[src/design/spq_pkg.sv]
// shared types and constants for the sorted priority queue
// no dependencies; used by spq_ctrl, spq_datapath and sorted_priority_queue

package spq_pkg;

    localparam int DEPTH      = 16;
    localparam int PRIO_BITS  = 8;
    localparam int DATA_BITS  = 32;
    localparam int COUNT_BITS = $clog2(DEPTH + 1);
    localparam int STAT_BITS  = 2;

    // request codes carried by req_type
    localparam logic REQ_ENQ = 1'b0;
    localparam logic REQ_DEQ = 1'b1;

    // result status codes
    localparam logic [STAT_BITS-1:0] STAT_OK    = 2'd0;
    localparam logic [STAT_BITS-1:0] STAT_FULL  = 2'd1;
    localparam logic [STAT_BITS-1:0] STAT_EMPTY = 2'd2;

    // operation the datapath carries out on a load
    typedef enum logic [1:0] {
        OP_INSERT      = 2'd0,
        OP_REMOVE      = 2'd1,
        OP_FLAG_FULL   = 2'd2,
        OP_FLAG_EMPTY  = 2'd3
    } op_t;

    typedef struct packed {
        logic load;
        op_t  op;
    } cmd_t;

    typedef struct packed {
        logic full;
        logic empty;
    } stat_t;

endpackage

[src/design/sorted_priority_queue.sv]
// top level of the sorted priority queue
// depends on spq_pkg, spq_ctrl and spq_datapath
//
// usage
//   input channel s_*: one word per request; s_req_type selects enqueue
//   (s_data_in stored with priority s_prio_in) or dequeue of the head
//   result channel m_*: exactly one word per request, carrying status,
//   dequeued data and priority (zero unless a dequeue succeeded) and
//   the fill level after the request
// timing and throughput
//   an accepted request's result is shown on the next cycle; one request
//   per cycle is sustained while m_ready stays high, by the parallel
//   compare and shift of the sixteen slot registers
// ordering
//   smaller priority number leaves first; among equal priorities the most
//   recently enqueued entry leaves first
//   an enqueue to a full queue is dropped and flagged; a dequeue from an
//   empty queue is flagged
// reset
//   aresetn (synchronous, active low) empties the queue and drops any
//   pending result word; slot contents are not cleared
// stalls
//   a result word waits in the output register while m_ready is low; a new
//   request is taken in the same cycle that the waiting word is taken

module sorted_priority_queue (
    input  logic                                 aclk,
    input  logic                                 aresetn,
    // request channel
    input  logic                                 s_valid,
    output logic                                 s_ready,
    input  logic                                 s_req_type,
    input  logic signed [spq_pkg::DATA_BITS-1:0] s_data_in,
    input  logic [spq_pkg::PRIO_BITS-1:0]        s_prio_in,
    // result channel
    output logic                                 m_valid,
    input  logic                                 m_ready,
    output logic [spq_pkg::STAT_BITS-1:0]        m_status,
    output logic signed [spq_pkg::DATA_BITS-1:0] m_data_out,
    output logic [spq_pkg::PRIO_BITS-1:0]        m_prio_out,
    output logic [spq_pkg::COUNT_BITS-1:0]       m_fill_level
);

    // command from controller, full and empty flags back from datapath
    spq_pkg::cmd_t  cmd;
    spq_pkg::stat_t stat;

    // controller: handshakes and choice of operation
    spq_ctrl u_ctrl (
        .aclk     (aclk),
        .aresetn  (aresetn),
        .s_valid  (s_valid),
        .s_ready  (s_ready),
        .req_type (s_req_type),
        .m_valid  (m_valid),
        .m_ready  (m_ready),
        .stat     (stat),
        .cmd      (cmd)
    );

    // datapath: sorted slots, count and result word register
    spq_datapath u_datapath (
        .aclk       (aclk),
        .aresetn    (aresetn),
        .cmd        (cmd),
        .stat       (stat),
        .data_in    (s_data_in),
        .prio_in    (s_prio_in),
        .status     (m_status),
        .data_out   (m_data_out),
        .prio_out   (m_prio_out),
        .fill_level (m_fill_level)
    );

endmodule

[src/design/spq_ctrl.sv]
// handshake controller for the sorted priority queue
// depends on spq_pkg; drives commands into spq_datapath

module spq_ctrl (
    input  logic             aclk,
    input  logic             aresetn,
    input  logic             s_valid,
    output logic             s_ready,
    input  logic             req_type,
    output logic             m_valid,
    input  logic             m_ready,
    input  spq_pkg::stat_t   stat,
    output spq_pkg::cmd_t    cmd
);

    typedef enum logic [1:0] {
        ST_IDLE = 2'b01,
        ST_HOLD = 2'b10
    } state_t;

    state_t state_reg;
    state_t state_next;
    logic   accept;

    assign s_ready = (state_reg == ST_IDLE) || m_ready;
    assign m_valid = (state_reg == ST_HOLD);
    assign accept  = s_valid && s_ready;

    always_comb begin
        cmd.load = accept;
        if (req_type == spq_pkg::REQ_DEQ) begin
            cmd.op = stat.empty ? spq_pkg::OP_FLAG_EMPTY : spq_pkg::OP_REMOVE;
        end else begin
            cmd.op = stat.full ? spq_pkg::OP_FLAG_FULL : spq_pkg::OP_INSERT;
        end
    end

    always_comb begin
        state_next = state_reg;
        unique case (state_reg)
            ST_IDLE: begin
                if (accept) state_next = ST_HOLD;
            end
            ST_HOLD: begin
                if (accept)       state_next = ST_HOLD;
                else if (m_ready) state_next = ST_IDLE;
            end
            default: state_next = ST_IDLE;
        endcase
    end

    always_ff @(posedge aclk) begin
        if (!aresetn) begin
            state_reg <= ST_IDLE;
        end else begin
            state_reg <= state_next;
        end
    end

endmodule

[src/design/spq_datapath.sv]
// sorted slot array, entry count and result register
// depends on spq_pkg; commanded by spq_ctrl

module spq_datapath (
    input  logic                                   aclk,
    input  logic                                   aresetn,
    input  spq_pkg::cmd_t                          cmd,
    output spq_pkg::stat_t                         stat,
    input  logic signed [spq_pkg::DATA_BITS-1:0]   data_in,
    input  logic [spq_pkg::PRIO_BITS-1:0]          prio_in,
    output logic [spq_pkg::STAT_BITS-1:0]          status,
    output logic signed [spq_pkg::DATA_BITS-1:0]   data_out,
    output logic [spq_pkg::PRIO_BITS-1:0]          prio_out,
    output logic [spq_pkg::COUNT_BITS-1:0]         fill_level
);

    logic [spq_pkg::DATA_BITS-1:0]  data_reg [spq_pkg::DEPTH];
    logic [spq_pkg::DATA_BITS-1:0]  data_next [spq_pkg::DEPTH];
    logic [spq_pkg::PRIO_BITS-1:0]  prio_reg [spq_pkg::DEPTH];
    logic [spq_pkg::PRIO_BITS-1:0]  prio_next [spq_pkg::DEPTH];
    logic [spq_pkg::COUNT_BITS-1:0] count_reg;
    logic [spq_pkg::COUNT_BITS-1:0] count_next;
    logic [spq_pkg::DEPTH-1:0]      below;

    logic [spq_pkg::STAT_BITS-1:0]        status_reg;
    logic signed [spq_pkg::DATA_BITS-1:0] dout_reg;
    logic [spq_pkg::PRIO_BITS-1:0]        pout_reg;

    assign stat.full  = (count_reg == spq_pkg::COUNT_BITS'(spq_pkg::DEPTH));
    assign stat.empty = (count_reg == '0);

    // held slots that stay ahead of a new entry (a prefix, list is sorted)
    always_comb begin
        for (int i = 0; i < spq_pkg::DEPTH; i++) begin
            below[i] = (spq_pkg::COUNT_BITS'(i) < count_reg) && (prio_reg[i] < prio_in);
        end
    end

    always_comb begin
        count_next = count_reg;
        for (int i = 0; i < spq_pkg::DEPTH; i++) begin
            data_next[i] = data_reg[i];
            prio_next[i] = prio_reg[i];
        end
        case (cmd.op)
            spq_pkg::OP_INSERT: begin
                for (int i = 0; i < spq_pkg::DEPTH; i++) begin
                    if (below[i]) begin
                        data_next[i] = data_reg[i];
                        prio_next[i] = prio_reg[i];
                    end else if (i == 0 || below[(i == 0) ? 0 : i - 1]) begin
                        data_next[i] = data_in;
                        prio_next[i] = prio_in;
                    end else begin
                        data_next[i] = data_reg[(i == 0) ? 0 : i - 1];
                        prio_next[i] = prio_reg[(i == 0) ? 0 : i - 1];
                    end
                end
                count_next = count_reg + 1'b1;
            end
            spq_pkg::OP_REMOVE: begin
                for (int i = 0; i < spq_pkg::DEPTH - 1; i++) begin
                    data_next[i] = data_reg[i + 1];
                    prio_next[i] = prio_reg[i + 1];
                end
                count_next = count_reg - 1'b1;
            end
            default: begin
                count_next = count_reg;
            end
        endcase
    end

    always_ff @(posedge aclk) begin
        if (!aresetn) begin
            count_reg <= '0;
        end else if (cmd.load) begin
            count_reg <= count_next;
        end
    end

    always_ff @(posedge aclk) begin
        if (cmd.load) begin
            for (int i = 0; i < spq_pkg::DEPTH; i++) begin
                data_reg[i] <= data_next[i];
                prio_reg[i] <= prio_next[i];
            end
            case (cmd.op)
                spq_pkg::OP_REMOVE: begin
                    status_reg <= spq_pkg::STAT_OK;
                    dout_reg   <= data_reg[0];
                    pout_reg   <= prio_reg[0];
                end
                spq_pkg::OP_FLAG_FULL: begin
                    status_reg <= spq_pkg::STAT_FULL;
                    dout_reg   <= '0;
                    pout_reg   <= '0;
                end
                spq_pkg::OP_FLAG_EMPTY: begin
                    status_reg <= spq_pkg::STAT_EMPTY;
                    dout_reg   <= '0;
                    pout_reg   <= '0;
                end
                default: begin
                    status_reg <= spq_pkg::STAT_OK;
                    dout_reg   <= '0;
                    pout_reg   <= '0;
                end
            endcase
        end
    end

    assign status     = status_reg;
    assign data_out   = dout_reg;
    assign prio_out   = pout_reg;
    assign fill_level = count_reg;

endmodule
[config.mk]
export PLATFORM = sky130hd
export DESIGN_NAME = sorted_priority_queue
export DESIGN_NICKNAME = d
export VERILOG_FILES = /design/src/design/spq_pkg.sv /design/src/design/sorted_priority_queue.sv /design/src/design/spq_ctrl.sv /design/src/design/spq_datapath.sv
export SDC_FILE = /design/constraint.sdc
export NUM_CORES = 2
export LEC_CHECK = 0
export BUFFER_PORTS_ARGS = -buffer_cell sky130_fd_sc_hd__buf_2
export CAP_MARGIN = 20
export CORE_MARGIN = 1.5
export CORE_UTILIZATION = 66
export CTS_BUF_LIST = sky130_fd_sc_hd__clkbuf_4 sky130_fd_sc_hd__clkbuf_8
export CTS_CLUSTER_SIZE = 25
export DETAILED_ROUTE_END_ITERATION = 16
export PLACE_DENSITY = 0.84
export SYNTH_ARGS = -nofsm -noshare
export SYNTH_HDL_FRONTEND = slang
export SYNTH_SLANG_ARGS = --single-unit
export TNS_END_PERCENT = 20
[constraint.sdc]
create_clock -name aclk -period 6.7 [get_ports aclk]
set_input_delay 0.67 -clock aclk [delete_from_list [all_inputs] [get_ports aclk]]
set_output_delay 0.67 -clock aclk [all_outputs]
set_load 0.03 [all_outputs]
==> results.json <==
{
  "whs_endpoint": "u_ctrl.state_reg[0]",
  "largest_reg_flops": 512,
  "ys_types": 61,
  "synth_ff_type": "edfxtp_1",
  "drc_errors": 0,
  "cts_hold_buf": 0,
  "setup_tns_ns": 0,
  "outcome": "finished clean",
  "nets": 3780,
  "vias": 32801,
  "grt_max_degree": 245,
  "power_mw": 17.0,
  "overflow": 0,
  "ff2ff_setup_slack_ns": 2.09,
  "syn_inst": 3736,
  "hold_class": "in -> reg",
  "fin_skew_ns": 0.0235,
  "rows": 89,
  "synth.avg_cell_area_um2": 10.5,
  "timing.rr.start": "u_datapath.fill_level[1]",
  "finalSetupViolCount": 0,
  "cts_setup_buffers": 0,
  "wl_per_cell_um": 26.9,
  "dp_hpwl_mm": 71.0,
  "endpoint_kind": "flip-flop",
  "cp.required_ns": 7.04,
  "async_flop_share": 0,
  "reg2reg_to": "u_datapath.data_reg[1][205]",
  "drt-total-wl_mm": 121,
  "initial_utilization": 0.667,
  "core_area_um2": 59000,
  "clock_latency_ns": 0.72,
  "drv_cap": 0,
  "max_slew_margin": 0.176,
  "min_period_ns": 4.61,
  "grt_pass1_wl_mm": 181,
  "die_y_um": 247,
  "hold-path-cell-count": 2,
  "r2r_cells": 6,
  "cts_tree": "built",
  "pin_count": 94,
  "fillers": 4074,
  "drv_slew": 0,
  "start_kind": "flip-flop",
  "ir_drop_mv": 0.275,
  "clkSlewWorstSetupHoldPaths_ns": 0.06,
  "syn-num-nets": 3899,
  "final_cell_mix": "682 x edfxtp_1, 487 x nand3_1, 458 x nand2_1",
  "power.leakage_nw": 14.7,
  "drt_iter0_markers": 5306,
  "layout-drive-gt1-share": 0.122,
  "synth_seq_area_share": 0.523,
  "die_area_um2": 61200,
  "cts_resized": 0,
  "clock-sinks": 689,
  "synth-edff-count": 682,
  "ys.warnings.count": 0,
  "clock.fmax_ghz": 0.217,
  "numPortBuffers": 93,
  "finalCritPeriodShare": 0.688,
  "power.density_nw_per_um2": 405,
  "cts_buffers": 110,
  "crit_arrival_ns": 4.95,
  "hold_viol_final": 0,
  "ys_seq_elements": 689,
  "gp_congestion": 0.926,
  "antenna_left": 0,
  "grt_setup_unrepaired": "false",
  "grt_pass1_vias": 30506,
  "antenna_found_initial": 10,
  "die_w_um": 247,
  "viasPerCell": 7.30,
  "critPathMaxFanout": 106,
  "tightest_slew_ns": 1.24,
  "min-delay-start": "aresetn",
  "drtPass1Iterations": 8,
  "cts_root_buf": "clkbuf_8",
  "syn_to_final_growth_pct": 6.92,
  "grt.total_usage": 0.390,
  "cts_buffer_depth": 3,
  "criticalPathCategory": "reg -> reg",
  "cts_htree_levels": 3,
  "layout_commonest_cell": "edfxtp_1",
  "synth_area_um2": 39400
}
[how the worst max path moves through the flow]
stage / cells past startpoint / start / endpoint
2_1_floorplan: 8 / s_prio_in[5] / u_datapath.data_reg[1][32]
3_3_place_gp: 8 / s_prio_in[1] / u_datapath.data_reg[1][107]
3_5_place_dp: 8 / s_prio_in[6] / u_datapath.data_reg[1][68]
4_1_cts: 6 / u_datapath.fill_level[1] / u_datapath.data_reg[1][217]
5_1_grt: 6 / u_datapath.fill_level[1] / u_datapath.data_reg[1][217]
6_report: 6 / u_datapath.fill_level[1] / u_datapath.data_reg[1][205]
[cell families (layout without fill, tap and decap cells)]
logic type | after synthesis | after routing | share of synthesized area
AO/OA/AOI/OAI | 929 | 929 | 0.164
XOR/XNOR | 4 | 4 | 0.000889
multiplexers | 241 | 241 | 0.0625
other | 0 | 8 | 0
buffers and inverters | 404 | 378 | 0.0480
adder cells (fa/ha/maj) | 118 | 118 | 0.0375
flip-flops | 689 | 689 | 0.523
AND/OR/NAND/NOR | 1351 | 1351 | 0.164
[final cells by class]
class                   instances  area [um^2]  area share
flip-flops and latches        689        20600       0.490
repair buffers                151         1020      0.0243
diodes                          8         20.0    0.000475
clock inverters                65          445      0.0106
well taps                     773          967      0.0230
multi-input cells            2643        17200       0.409
clock buffers                 140         1750      0.0416
inverters                      22         82.6     0.00196
[routing by layer]
metal | vias up | share of wire | GRT usage
li1 | 13977 | - | -
met1 | 15583 | 0.36 | 0.536
met2 | 2839 | 0.43 | 0.570
met3 | 398 | 0.16 | 0.110
met4 | 4 | 0.048 | 0.190
met5 | - | 0.00024 | 0
[critical path: stages (launching register included)]
cell and delay [ns]:
dfxtp_1 0.65, inv_1 0.21, ha_1 0.28, or4b_2 0.82
nand2_8 0.57, o22ai_4 1.00, buf_4 0.61
[report_power, final]
group,internal [mW],total [mW],switching (mW),leakage (nW)
Clock,1.94,3.73,1.79,1.16
Combinational,2.05,6.18,4.13,7.08
Sequential,6.44,7.13,0.690,6.48
Total,10.4,17.0,6.61,14.7
[synth_stat cells (all sizes together) (88+ instances only)]
master,n,area (um^2)
and2,120,751
a31oi,88,551
mux2i,201,2010
nand2,459,1730
o211ai,123,923
clkbuf,233,875
nand3,487,2440
a211o,170,1490
ha,118,1480
o21ai,256,1290
edfxtp,682,20500
buf,149,933
a22oi,121,908
nor2,113,432
[stage by stage]
step / worst slack (ns) / instance area (um^2) / hold slack [ns] / utilization / std cells
global placement: 2.24 / 39800 / 0.503 / 0.674 / 4274
global route: 1.94 / 42100 / 0.132 / 0.713 / 4486
CTS: 2.26 / 42100 / 0.0931 / 0.713 / 4482
detailed placement: 2.27 / 39900 / 0.507 / 0.676 / 4277
finish: 2.09 / 42100 / 0.123 / 0.714 / 4491
floorplan: 1.72 / 39400 / 0.470 / - / 3736
No activity file was read; power rests on OpenSTA's default activity.
